<file path="config.mk">
export PLATFORM = sky130hd
export DESIGN_NAME = psmq_cell
export DESIGN_NICKNAME = d
export VERILOG_FILES = /design/src/rtl/psmq_pkg.sv /design/src/rtl/psmq_cell.sv
export SDC_FILE = /design/constraint.sdc
export NUM_CORES = 1
export LEC_CHECK = 0
export BUFFER_PORTS_ARGS = -buffer_cell sky130_fd_sc_hd__buf_2
export CAP_MARGIN = 5
export CORE_MARGIN = 2
export CORE_UTILIZATION = 30
export DETAILED_ROUTE_END_ITERATION = 6
export SLEW_MARGIN = 30
export SYNTH_ARGS = -nofsm -noshare
export SYNTH_HDL_FRONTEND = slang
export SYNTH_SLANG_ARGS = --single-unit
</file>
<file path="constraint.sdc">
create_clock -name clk -period 7.7 [get_ports clk]
set_clock_uncertainty 0.2 [all_clocks]
set_input_delay 0.385 -clock clk [delete_from_list [all_inputs] [get_ports clk]]
set_output_delay 0.385 -clock clk [all_outputs]
set_load 0.03 [all_outputs]
</file>
<file path="src/rtl/psmq_pkg.sv">
`timescale 1ns / 1ps

package psmq_pkg;

  localparam int DEPTH_DEFAULT = 64;
  localparam int KEY_W = 32;
  localparam int BEST_W = 33;

  // One table entry: key ascending, best strictly descending along the row.
  typedef struct packed {
    logic signed [KEY_W-1:0]  key;
    logic signed [BEST_W-1:0] best;
  } entry_t;

  // Operands broadcast to every cell when an item is accepted.
  typedef struct packed {
    logic signed [KEY_W-1:0]  key;
    logic signed [BEST_W-1:0] total;
  } bcast_t;

  // Per-cycle command from the controller to the row of cells.
  typedef struct packed {
    logic load;      // latch compare flags against the broadcast operands
    logic ins_open;  // insert that removes nothing: open a slot by shifting right
    logic ins_move;  // insert that overwrites the first removed entry
    logic compact;   // close one hole by shifting left
  } ctl_t;

  // Status that each cell reports to the controller and its right neighbor.
  typedef struct packed {
    logic ltv;         // valid entry with a key below the broadcast key
    logic keep;        // entry survives an insert and stays left of it
    logic rmeq;        // entry is removed by the insert
    logic dom;         // entry at or above the key dominates the new point
    logic first;       // first valid entry at or above the key
    logic hole;        // entry is currently a hole waiting for compaction
    logic hole_new;    // entry becomes a hole after an overwriting insert
    logic hole_shift;  // hole bit after the next compaction step
  } cell_stat_t;

endpackage

</file>
<file path="src/rtl/psmq_cell.sv">
`timescale 1ns / 1ps

module psmq_cell
  import psmq_pkg::*;
(
  input  logic       clk,
  input  ctl_t       ctl,
  input  bcast_t     bc,
  input  entry_t     new_ent,
  input  logic       valid_in,
  input  logic       left_ltv,
  input  logic       left_keep,
  input  entry_t     left_ent,
  input  entry_t     right_ent,
  input  logic       right_hole,
  output entry_t     ent,
  output cell_stat_t stat
);

  logic vld;
  logic ltv;
  logic eqv;
  logic le;
  logic ge;
  logic hole;
  logic sh;
  logic keep;
  logic pos;
  logic start_slot;

  always_comb begin
    keep            = ltv & ~le;
    pos             = ~ltv & left_ltv;
    start_slot      = ~keep & left_keep;
    stat.ltv        = ltv;
    stat.keep       = keep;
    stat.rmeq       = (ltv & le) | eqv;
    stat.dom        = vld & ~ltv & ge;
    stat.first      = vld & ~ltv & left_ltv;
    stat.hole       = hole;
    stat.hole_new   = stat.rmeq & ~start_slot;
    stat.hole_shift = sh ? right_hole : hole;
  end

  always_ff @(posedge clk) begin
    if (ctl.load) begin
      vld <= valid_in;
      ltv <= valid_in & (ent.key < bc.key);
      eqv <= valid_in & (ent.key == bc.key);
      le  <= ent.best <= bc.total;
      ge  <= ent.best >= bc.total;
    end else if (ctl.ins_open) begin
      if (pos) begin
        ent <= new_ent;
      end else if (!ltv) begin
        ent <= left_ent;
      end
    end else if (ctl.ins_move) begin
      if (start_slot) begin
        ent <= new_ent;
      end
      hole <= stat.hole_new;
      sh   <= ~keep & ~start_slot;
    end else if (ctl.compact) begin
      if (sh) begin
        ent  <= right_ent;
        hole <= right_hole;
      end
    end
  end

endmodule

</file>
==> results of run 1 <==
## logic make-up (layout without fill, tap and decap cells)
kind of cell,count (synthesis),after routing
simple gates,254,254
compound gates,186,186
buf+inv,118,431
flops,72,72
fa+ha+maj,65,65
mux,6,6
## critical path: cells and delay by family (launching register included)
family | cells | cell delay, ns
adder cells (fa/ha/maj) | 1 | 0.33
flip-flops | 1 | 0.39
AND/OR/NAND/NOR | 4 | 1.42
## sequential cells by signal, indices dropped and copies added (netlist names)
| signal | count |
|---|---|
| ltv | 1 |
| hole | 1 |
| ge | 1 |
| vld | 1 |
| eqv | 1 |
| sh | 1 |
| le | 1 |
| ent | 65 |
## area by class of cell
type	instances	area [sq um]	area share
Inverter	71	266.5	0.03277
Clock inverter	4	15.01	0.001846
Multi-Input combinational cell	511	3376	0.4151
Timing Repair Buffer	347	1757	0.2160
Tap cell	265	331.6	0.04077
Sequential cell	72	2162	0.2658
Clock buffer	9	225.2	0.02769
## placed cells by master (no fill, tap or decap), types with 5 or more instances in the layout
cell type	count
a211oi_1	66
nor2b_1	66
nand4_1	12
buf_4	8
nor3_1	5
buf_2	339
nand2_1	144
edfxtp_1	72
inv_1	71
ha_1	65
nor2_1	7
o21ai_0	9
a31oi_1	65
clkbuf_16	9
a21oi_1	26
## power breakdown
group / internal, mW / leakage, nW / switching (mW)
Clock: 0.208 / 0.117 / 0.159
Sequential: 0.473 / 0.678 / 0.0172
Combinational: 0.153 / 3.14 / 0.229
Total: 0.834 / 3.94 / 0.406
## routing by layer
metal / global-route usage / vias up / wire length, um
met5: 0 / - / 13
met4: 0.04167 / 2 / 282
met3: 0.05031 / 24 / 1447
met2: 0.3481 / 244 / 10370
met1: 0.2221 / 2800 / 8333
li1: - / 3145 / -
## stage by stage
| step | hold WS [ns] | area, sq um | instances | util | worst slack [ns] |
|---|---|---|---|---|---|
| floorplan | 0.2839 | 5976 | 701 | - | 1.099 |
| global route | 0.1220 | 8133 | 1279 | 0.4165 | 4.888 |
| finish | 0.1214 | 8133 | 1279 | 0.4165 | 5.082 |
| CTS | 0.1289 | 8133 | 1279 | 0.4165 | 4.973 |
| detailed placement | 0.4869 | 7893 | 1266 | 0.4042 | 4.908 |
| global placement | 0.4858 | 7893 | 1266 | 0.4042 | 4.919 |
## final timing paths
check,depth (start not counted),from,endpoint,slack (ns)
worst max-delay path,5,ent[60]$_DFFE_PP_,eqv$_DFFE_PP_,5.08
worst min-delay path,1,valid_in,vld$_DFFE_PP_,0.12
worst max register to register,5,ent[60]$_DFFE_PP_,eqv$_DFFE_PP_,5.08
worst min register to register,2,hole$_DFFE_PP_,hole$_DFFE_PP_,0.56
==> results by group, run 1 <==
Outcome
  • Outcome: finished clean

Route
  • Number of DRC violations after detailed routing: 0
  • Routed wire per std cell: about 16 um
  • Via count: between 6,000 and 7,000
  • Antenna viol nets, final: 0
  • Count of routing violations after the opening detailed-route iteration: 246
  • Per-cell via count in the routed design: 4.859
  • Total Routed Length: approximately 20 mm
  • Length of the first detailed-routing pass in iterations: 4

Synthesis
  • Cell taking the most area after synthesis: edfxtp_1
  • XOR/XNOR share of the synthesized area: 0
  • Fraction of synthesized cell area taken by the top area cell type: 0.3618
  • Number of distinct library cell variants in the gate-level netlist after synthesis: around 40
  • Post-synthesis async set-or-reset flop share: 0
  • Adder-cell area share of the yosys netlist: 0.1361
  • Dominant combinational cell family by area after synthesis: simple AND/OR/NAND/NOR gates
  • Mean instance size in the synthesized netlist: 8.525 sq um
  • Register bit count reported by yosys: 72
  • Post-synthesis compound-gate area fraction: 0.2060
  • Most used standard cell by instance count after synthesis: nand2_1
  • Post-Synthesis Cells: 701
  • Ys Warns: 0
  • Fraction of the mapped netlist area in simple logic gates: 0.2085
  • Post-synth top cells: 144 x nand2_1, 72 x edfxtp_1, 71 x inv_1
  • Cell types occupying the most area after synthesis: edfxtp_1 36%, ha_1 14%, nand2_1 9.0%
  • Post-synthesis sequential area ratio: 0.3618
  • Synth Net Count: 1,035
  • Share of cell area taken by muxes after synthesis: 0.01047
  • Post-synthesis instance area: 5976 sq um
  • Number of flops mapped to enable cells by yosys: 72
  • Most instantiated flip-flop cell in the synthesis netlist: edfxtp_1

Place
  • Number of buffers added on ports: approximately 340
  • Dpl hpwl: approximately 16 mm
  • Last weighted congestion value of the routability-driven placer: 0.8690

Cells and area
  • Filler cells: 2,050
  • Number of nets in the layout: 1,346
  • Number of antenna repair diodes: 0
  • Layout cell share with drive strength beyond 1: 0.3619
  • Area delta synth->final: 36.10%

Job
  • Number of maximum-capacitance violations: 0

Critical path
  • Startpoint class of the critical path: register
  • Element type at the critical path end: register
  • Critical path class: reg2reg
  • Required time at the worst-slack endpoint: 7.56 ns
  • Maximum single-stage delay on the critical path: 0.61 ns
  • Worst-path cell with the longest stage delay: nor4_1
  • Critical path cell sequence: ha_1 -> nand4_1 -> nor4_1 -> nand4_1 -> nor4_1
  • Critical path fanouts, max: 3
  • Worst Path Arrival: ~2.5 ns

Clock network
  • Post-CTS Hold Fix Bufs: 0
  • Quantity of gates resized following cts: 0
  • CTS H-Tree Depth: 3
  • CTS buffer count: 9
  • Sinks on the clock net: between 70 and 80
  • Buffer levels on the longest clock path: 2
  • Worst-path clk slew: 0.06 ns
  • Root buf cell: clkbuf_16
  • CTS tree: done
  • Clk_lat worst skew: between 0.3 and 0.4 ns
  • Number of buffers inserted by post-CTS setup repair: 0

Power and ir drop
  • PD cells: between 150 and 200 nW/um^2
  • Leakage power total: 3.937 nW
  • Worst vdd rail ir drop: 0.1105 mV
  • Total Power: 1.239 mW

Floorplan
  • Starting density of the core: 0.3060
  • Die outline width: 145.1 um
  • FP Rows: 51
  • Die Span Y: 145.1 um
  • Core Area: 19,530 sq um
  • Number of top-level design ports: approximately 340
  • Die Outline Area: approximately 21,000 sq um

GRT
  • Number of global-route vias before repair: 6,051
  • Total routing usage reported by global routing: 0.1901
  • Wire length of the first global-routing pass: 31.83 mm
  • Maximum number of pins on one net before global-route repair: 85
  • Antenna violations before repair: 1
  • Total gr overflow: 0

STA
  • Post-layout min period: 2.618 ns
  • Worst-margin pin slew: 0.8784 ns
  • Count of endpoints failing setup in the final report: 0
  • Tcrit/Tclk final: 0.3400
  • Worst slew margin relative to its limit: 0.4132
  • Highest attainable clock frequency: 382.0 MHz
  • Total count of max-transition violations in the final report: 0
  • Unrepaired setup endpoints after global routing: no
  • Setup TNS: 0 ns
  • Final hold viol count: 0

Worst hold path
  • Type of the tightest min-delay check: in2reg
Power figures use the tool's default switching activity.
==> inputs of run 2 (changes only) <==
==> constraint.sdc (replaced) <==
create_clock -name clk -period 2.65 [get_ports clk]
set_clock_uncertainty 0.2 [all_clocks]
set_input_delay 0.1325 -clock clk [delete_from_list [all_inputs] [get_ports clk]]
set_output_delay 0.1325 -clock clk [all_outputs]
set_load 0.03 [all_outputs]
==> results by group, run 2 (same netlist as run 1, synthesis figures left out) <==
Place
  • Area of placed instances: 7958 sq um (+0.82%)
  • Dpl hpwl: 16.29 mm (-0.82%)
  • Setup slack after placement: 0.2896 ns (-4.618 ns)
  • Last weighted congestion value of the routability-driven placer: 0.8183 (-5.8%)
  • Placed Instances: 1,268 (+0.16%)
  • Number of buffers added on ports: 341 (unchanged)

Clock network
  • Clk_lat worst skew: 0.34 ns (about the same)
  • CTS buffer count: 9 (unchanged)
  • CTS tree: done
  • Worst-path clk slew: 0.06 ns (about the same)
  • CTS H-Tree Depth: 3 (unchanged)
  • Buffer levels on the longest clock path: 2 (unchanged)
  • Root buf cell: clkbuf_16
  • Sinks on the clock net: 72 (unchanged)

GRT
  • Total gr overflow: 0 (unchanged)
  • Total routing usage reported by global routing: 0.1948 (+0.004695)
  • Maximum number of pins on one net before global-route repair: 133 (+56%)
  • Number of global-route vias before repair: 6,550 (+8.2%)
  • Wire length of the first global-routing pass: 33.04 mm (+3.8%)
  • Antenna violations before repair: 0 (-1)

Critical path
  • Required time at the worst-slack endpoint: 2.53 ns (-5.03 ns)
  • Critical path fanouts, max: 64 (+61)
  • Critical path class: reg2reg
  • Maximum single-stage delay on the critical path: 0.61 ns (about the same)
  • Startpoint class of the critical path: register
  • Worst-path cell with the longest stage delay: dlygate4sd3_1
  • Element type at the critical path end: register
  • Critical path cell sequence: buf_4 -> nand2b_2 -> buf_12 -> nand2_1 -> a31oi_1 -> dlygate4sd3_1
  • Worst Path Arrival: 2.15 ns (-0.32 ns)

Floorplan
  • Core Area: 19,530 sq um (unchanged)
  • Number of top-level design ports: 342 (unchanged)
  • Die Outline Area: 21,060 sq um (unchanged)
  • Starting density of the core: 0.3060 (unchanged)
  • Die outline width: 145.1 um (unchanged)
  • Die Span Y: 145.1 um (unchanged)
  • FP Rows: 51 (unchanged)

Route
  • Detailed-route wire length on metal 1: 8.555 mm (+2.7%)
  • Antenna viol nets, final: 0 (unchanged)
  • Total Routed Length: 21.27 mm (+4.0%)
  • Routed wire per std cell: 15.43 um (-3.5%)
  • Met2 wire length: 10.84 mm (+4.6%)
  • Count of routing violations after the opening detailed-route iteration: 220 (-11%)
  • Number of DRC violations after detailed routing: 0 (unchanged)
  • Highest routed layer: met4
  • Via count: 6,661 (+7.2%)
  • Per-cell via count in the routed design: 4.830 (-0.60%)
  • Sum of met3 wire segment lengths after detailed routing: 1.304 mm (-9.9%)
  • Length of the first detailed-routing pass in iterations: 5 (+1)

Job
  • Number of maximum-capacitance violations: 0 (unchanged)

Cells and area
  • Most used cells in the layout excluding fill and tap cells: 339 x buf_2, 144 x nand2_1, 95 x dlygate4sd3_1, 72 x edfxtp_1, 71 x inv_1
  • Most common cell after layout, fill and taps aside: buf_2
  • Fin util: 0.4734 (+0.05690)
  • Filler cells: 1,890 (-7.8%)
  • Design Area, Final: 9244 sq um (+14%)
  • Area delta synth->final: 54.69%
  • Flip-flop count of the largest register, all copies and words added: 65 (unchanged)
  • Number of nets in the layout: 1,443 (+7.2%)
  • Layout cell share with drive strength beyond 1: 0.3348 (-0.02710)
  • Number of antenna repair diodes: 0 (unchanged)
  • Register with the most flip-flops: ent
  • Final std cells w/o fill: 1,379 (+7.8%)

STA
  • Final hold viol count: 0 (unchanged)
  • Worst slew margin relative to its limit: 0.5918 (+0.1786)
  • Tcrit/Tclk final: 0.8567 (+0.5167)
  • Fin worst setup slack: 0.3799 ns (-4.703 ns)
  • Highest attainable clock frequency: 440.5 MHz (+15%)
  • Count of endpoints failing setup in the final report: 0 (unchanged)
  • Final worst hold slack: 0.005756 ns (-0.1157 ns)
  • Post-layout min period: 2.270 ns (-0.3475 ns)
  • Setup TNS: 0 ns (unchanged)
  • Worst-margin pin slew: 0.6123 ns (-0.2661 ns)
  • Total count of max-transition violations in the final report: 0 (unchanged)
  • Unrepaired setup endpoints after global routing: no

Power and ir drop
  • Total Power: 4.109 mW (+230%)
  • PD cells: 444.6 nW/um^2 (+190%)
  • Worst vdd rail ir drop: 0.2737 mV (+150%)
  • Leakage power total: 4.403 nW (+12%)

Worst hold path
  • Type of the tightest min-delay check: in2reg

Outcome
  • Outcome: finished clean
==> run 2: worst max-delay path: cells and delay by family, from the launching register on <==
family                 cells  cell delay, ns
flip-flops                 1            0.39
buffers and inverters      3            1.01
AO/OA/AOI/OAI              1            0.10
AND/OR/NAND/NOR            2            0.30
==> run 2: cell type report <==
cell class / count / area [sq um] / share of cell area
multi-input cells: 511 / 3376 / 0.3652
repair buffers: 444 / 2773 / 0.2999
flip-flops and latches: 72 / 2162 / 0.2339
well taps: 265 / 331.6 / 0.03587
inverters: 71 / 266.5 / 0.02883
clock buffers: 9 / 225.2 / 0.02436
clock inverters: 7 / 110.1 / 0.01191
==> run 2: path summary, 6_finish.rpt <==
check             cells after the start     startpoint  slack, ns                 to
setup / recovery                      6  ltv$_DFFE_PP_       0.38  ent[58]$_DFFE_PP_
hold / removal                        3    left_ent[2]      0.006   ent[2]$_DFFE_PP_
setup reg to reg                      6  ltv$_DFFE_PP_       0.38  ent[58]$_DFFE_PP_
hold reg to reg                       3  ltv$_DFFE_PP_       0.52       sh$_DFFE_PP_
==> run 2: layer usage <==
metal  track usage  up-vias
met5             0        -
met4       0.06765        0
met3       0.04340       34
met2        0.3626      253
met1        0.2179     3026
li1              -     3348
==> run 2: where the power goes <==
part	internal [mW]	switching (mW)
clock network	0.912	0.490
registers	1.37	0.0415
logic	0.587	0.707
total	2.87	1.24
==> run 2: repair_timing <==
item                       in CTS  in global routing
hold endpoints to repair       58                  0
gates resized for setup         0                  0
hold buffers                   95                  0
setup buffers                   0                  0
setup endpoints to repair       0                  0
==> inputs of run 3 (changes only) <==
--- a/config.mk
+++ b/config.mk
@@ -5,6 +5,7 @@
 export SDC_FILE = /design/constraint.sdc
 export NUM_CORES = 1
 export LEC_CHECK = 0
+export ABC_AREA = 1
 export BUFFER_PORTS_ARGS = -buffer_cell sky130_fd_sc_hd__buf_2
 export CAP_MARGIN = 5
 export CORE_MARGIN = 2
==> constraint.sdc (replaced) <==
create_clock -name clk -period 2.2 [get_ports clk]
set_clock_uncertainty 0.2 [all_clocks]
set_input_delay 0.11 -clock clk [delete_from_list [all_inputs] [get_ports clk]]
set_output_delay 0.11 -clock clk [all_outputs]
set_load 0.03 [all_outputs]
==> results by group, run 3 <==
Outcome
  • Outcome: finished clean

Critical path
  • Startpoint class of the critical path: register
  • Required time at the worst-slack endpoint: 2.08 ns (-0.45 ns)
  • Worst Path Arrival: 1.93 ns (-0.22 ns)
  • Critical path fanouts, max: 3 (-95%)
  • Reg-to-reg setup timing slack: 0.16 ns (-0.22 ns)
  • Element type at the critical path end: register
  • Cells on worst reg2reg path: 9 (+3)
  • Reg2reg start: ent[30]$_DFFE_PP_
  • Worst r2r dst: ge$_DFFE_PP_
  • Critical path class: reg2reg

Synthesis
  • Cell types occupying the most area after synthesis: edfxtp_1 36%, ha_1 14%, nand2_1 8.8%
  • Synth Net Count: 1,102 (+6.5%)
  • Most used standard cell by instance count after synthesis: nand2_1
  • Post-synthesis async set-or-reset flop share: 0 (unchanged)
  • Post-synthesis instance area: 5944 sq um (-0.52%)
  • Ys Warns: 0 (unchanged)
  • Post-synth top cells: 140 x nand2_1, 90 x nor2_1, 84 x inv_1
  • Cell taking the most area after synthesis: edfxtp_1
  • Fraction of synthesized cell area taken by the top area cell type: 0.3637 (+0.001904)
  • Mean instance size in the synthesized netlist: 7.740 sq um (-9.2%)
  • Number of distinct library cell variants in the gate-level netlist after synthesis: 30 (-27%)
  • Post-synthesis sequential area ratio: 0.3637 (+0.001904)
  • Post-Synthesis Cells: 768 (+9.6%)
  • Most instantiated flip-flop cell in the synthesis netlist: edfxtp_1
  • Register bit count reported by yosys: 72 (unchanged)
  • Number of flops mapped to enable cells by yosys: 72 (unchanged)

Worst hold path
  • Type of the tightest min-delay check: in2reg
  • Hold Crit Endpoint: ent[3]$_DFFE_PP_
  • Min-Delay Path Depth: 3 (unchanged)
  • Beginning of the worst hold path: left_ent[3]

GRT
  • Wire length of the first global-routing pass: 37.58 mm (+14%)
  • Number of global-route vias before repair: 7,561 (+15%)
  • Maximum number of pins on one net before global-route repair: 67 (-50%)
  • Total gr overflow: 0 (unchanged)
  • Antenna violations before repair: 0 (unchanged)
  • Total routing usage reported by global routing: 0.2319 (+0.03713)

Floorplan
  • Starting density of the core: 0.3054 (-0.0006038)
  • Core Area: 19,460 sq um (-0.33%)
  • FP Rows: 51 (unchanged)
  • Die Outline Area: 20,960 sq um (-0.51%)
  • Number of top-level design ports: 342 (unchanged)
  • Die Span Y: 144.8 um (-0.25%)
  • Die outline width: 144.8 um (-0.25%)

Cells and area
  • Area delta synth->final: 72.15%
  • Layout cell share with drive strength beyond 1: 0.3030 (-0.03187)
  • Fin util: 0.5258 (+0.05240)
  • Most common cell after layout, fill and taps aside: buf_2
  • Register with the most flip-flops: ent
  • Number of nets in the layout: 1,613 (+12%)
  • Flip-flop count of the largest register, all copies and words added: 65 (unchanged)
  • Most used cells in the layout excluding fill and tap cells: 341 x buf_2, 190 x dlygate4sd3_1, 140 x nand2_1, 87 x nor2_1, 84 x inv_1
  • Number of antenna repair diodes: 0 (unchanged)

Route
  • Length of the first detailed-routing pass in iterations: 5 (unchanged)
  • Number of DRC violations after detailed routing: 0 (unchanged)
  • Total Routed Length: 25.41 mm (+19%)
  • Antenna viol nets, final: 0 (unchanged)
  • Via count: 7,628 (+15%)
  • Routed wire per std cell: 16.40 um (+6.3%)
  • Count of routing violations after the opening detailed-route iteration: 494 (+120%)
  • Per-cell via count in the routed design: 4.924 (+1.9%)

STA
  • Worst slew margin relative to its limit: 0.6413 (+0.04953)
  • Post-layout min period: 2.043 ns (-0.2267 ns)
  • Unrepaired setup endpoints after global routing: no
  • Highest attainable clock frequency: 489.4 MHz (+11%)
  • Worst-margin pin slew: 0.5380 ns (-0.07430 ns)
  • Fin worst setup slack: 0.1566 ns (-0.2233 ns)
  • Count of endpoints failing setup in the final report: 0 (unchanged)
  • Setup TNS: 0 ns (unchanged)
  • Total count of max-transition violations in the final report: 0 (unchanged)
  • Final hold viol count: 0 (unchanged)
  • Tcrit/Tclk final: 0.9288 (+0.07218)

Clock network
  • CTS buffer count: 9 (unchanged)
  • Sinks on the clock net: 72 (unchanged)
  • Root buf cell: clkbuf_16
  • Buffer levels on the longest clock path: 2 (unchanged)
  • CTS H-Tree Depth: 3 (unchanged)
  • Worst-path clk slew: 0.06 ns (about the same)
  • Clk_lat worst skew: 0.34 ns (about the same)
  • Number of buffers inserted by post-CTS setup repair: 0 (unchanged)
  • CTS tree: done

Place
  • Last weighted congestion value of the routability-driven placer: 0.8433 (+3.1%)
  • Number of buffers added on ports: 341 (unchanged)
  • Dpl hpwl: 16.61 mm (+2.0%)
  • Setup slack after placement: 0.1091 ns (-0.1804 ns)

Power and ir drop
  • Leakage power total: 4.859 nW (+10%)
  • Worst vdd rail ir drop: 0.3387 mV (+24%)
  • Total Power: 5.177 mW (+26%)
  • PD cells: 505.9 nW/um^2 (+14%)

Job
  • Number of maximum-capacitance violations: 0 (unchanged)
==> run 3: cell count changes after synthesis, moves of 17 or more <==
cell      previous run  this run
nand3_1              2        75
nor2b_1             67         0
o211ai_1             2        65
o21ai_1              2        22
nor2_1               7        90
a211oi_1            67         1
a31oi_1             65         0
buf_2                5        22
o21ai_0              9        48
==> run 3: worst max path at each step <==
stage	startpoint	to	slack, ns	cells after the start
after floorplan	ltv$_DFFE_PP_	ent[0]$_DFFE_PP_	-0.77	5
after global placement	ent[4]$_DFFE_PP_	le$_DFFE_PP_	0.16	7
after detailed placement	ent[30]$_DFFE_PP_	ge$_DFFE_PP_	0.11	9
after CTS	ltv$_DFFE_PP_	stat[3]	0.09	5
after global routing	ent[30]$_DFFE_PP_	ge$_DFFE_PP_	0.001	9
final	ent[30]$_DFFE_PP_	ge$_DFFE_PP_	0.16	9
==> run 3: stage by stage <==
| step | hold WS, ns | std cells | cell area (sq um) |
|---|---|---|---|
| after floorplan | 0.008869 | 768 | 5963 |
| after global placement | 0.1743 | 1343 | 7973 |
| after detailed placement | 0.1778 | 1343 | 7973 |
| after CTS | 0.0001276 | 1549 | 10210 |
| after global routing | 0.01592 | 1549 | 10230 |
| final | 0.005162 | 1549 | 10230 |
==> run 3: layout make-up <==
| type | instances | area [sq um] |
|---|---|---|
| Fill cell | 1779 | 9229 |
| Timing Repair Buffer | 546 | 3787 |
| Multi-Input combinational cell | 563 | 3289 |
| Sequential cell | 72 | 2162 |
| Tap cell | 265 | 331.6 |
| Inverter | 87 | 326.6 |
| Clock buffer | 10 | 229.0 |
| Clock inverter | 6 | 107.6 |
==> run 3: cell families after synthesis <==
| family | count (synthesis) | synth area share |
|---|---|---|
| compound gates | 176 | 0.1798 |
| fa+ha+maj | 65 | 0.1368 |
| buf+inv | 133 | 0.09051 |
| mux | 1 | 0.001894 |
| simple gates | 321 | 0.2273 |
| flops | 72 | 0.3637 |
==> run 3: power by group <==
| group | internal (mW) | switching [mW] | total, mW |
|---|---|---|---|
| Sequential | 1.67 | 0.0612 | 1.73 |
| Combinational | 0.777 | 0.967 | 1.74 |
| Clock | 1.11 | 0.599 | 1.70 |
==> run 3: metal layers <==
metal,track usage,vias up,part of all wire
li1,-,3676,-
met1,0.2613,3371,0.39
met2,0.4017,443,0.49
met3,0.04771,138,0.066
met4,0.1426,0,0.057
met5,0,-,0
==> run 3: critical path: stages (launching register included) <==
cell,delay [ns]
edfxtp_1,0.39
ha_1,0.32
a21oi_2,0.17
o21ai_0,0.09
a21oi_1,0.16
nand2_1,0.07
nor2_1,0.17
nand2_1,0.09
nand2_1,0.06
nand3_1,0.07
==> run 3: timing repair <==
| item | 4_1_cts | 5_1_grt |
|---|---|---|
| endpoints found under the hold margin | 75 | 0 |
| hold buffers | 190 | 0 |
| setup endpoints to repair | 0 | 3 |
| gates resized for setup | 0 | 6 |
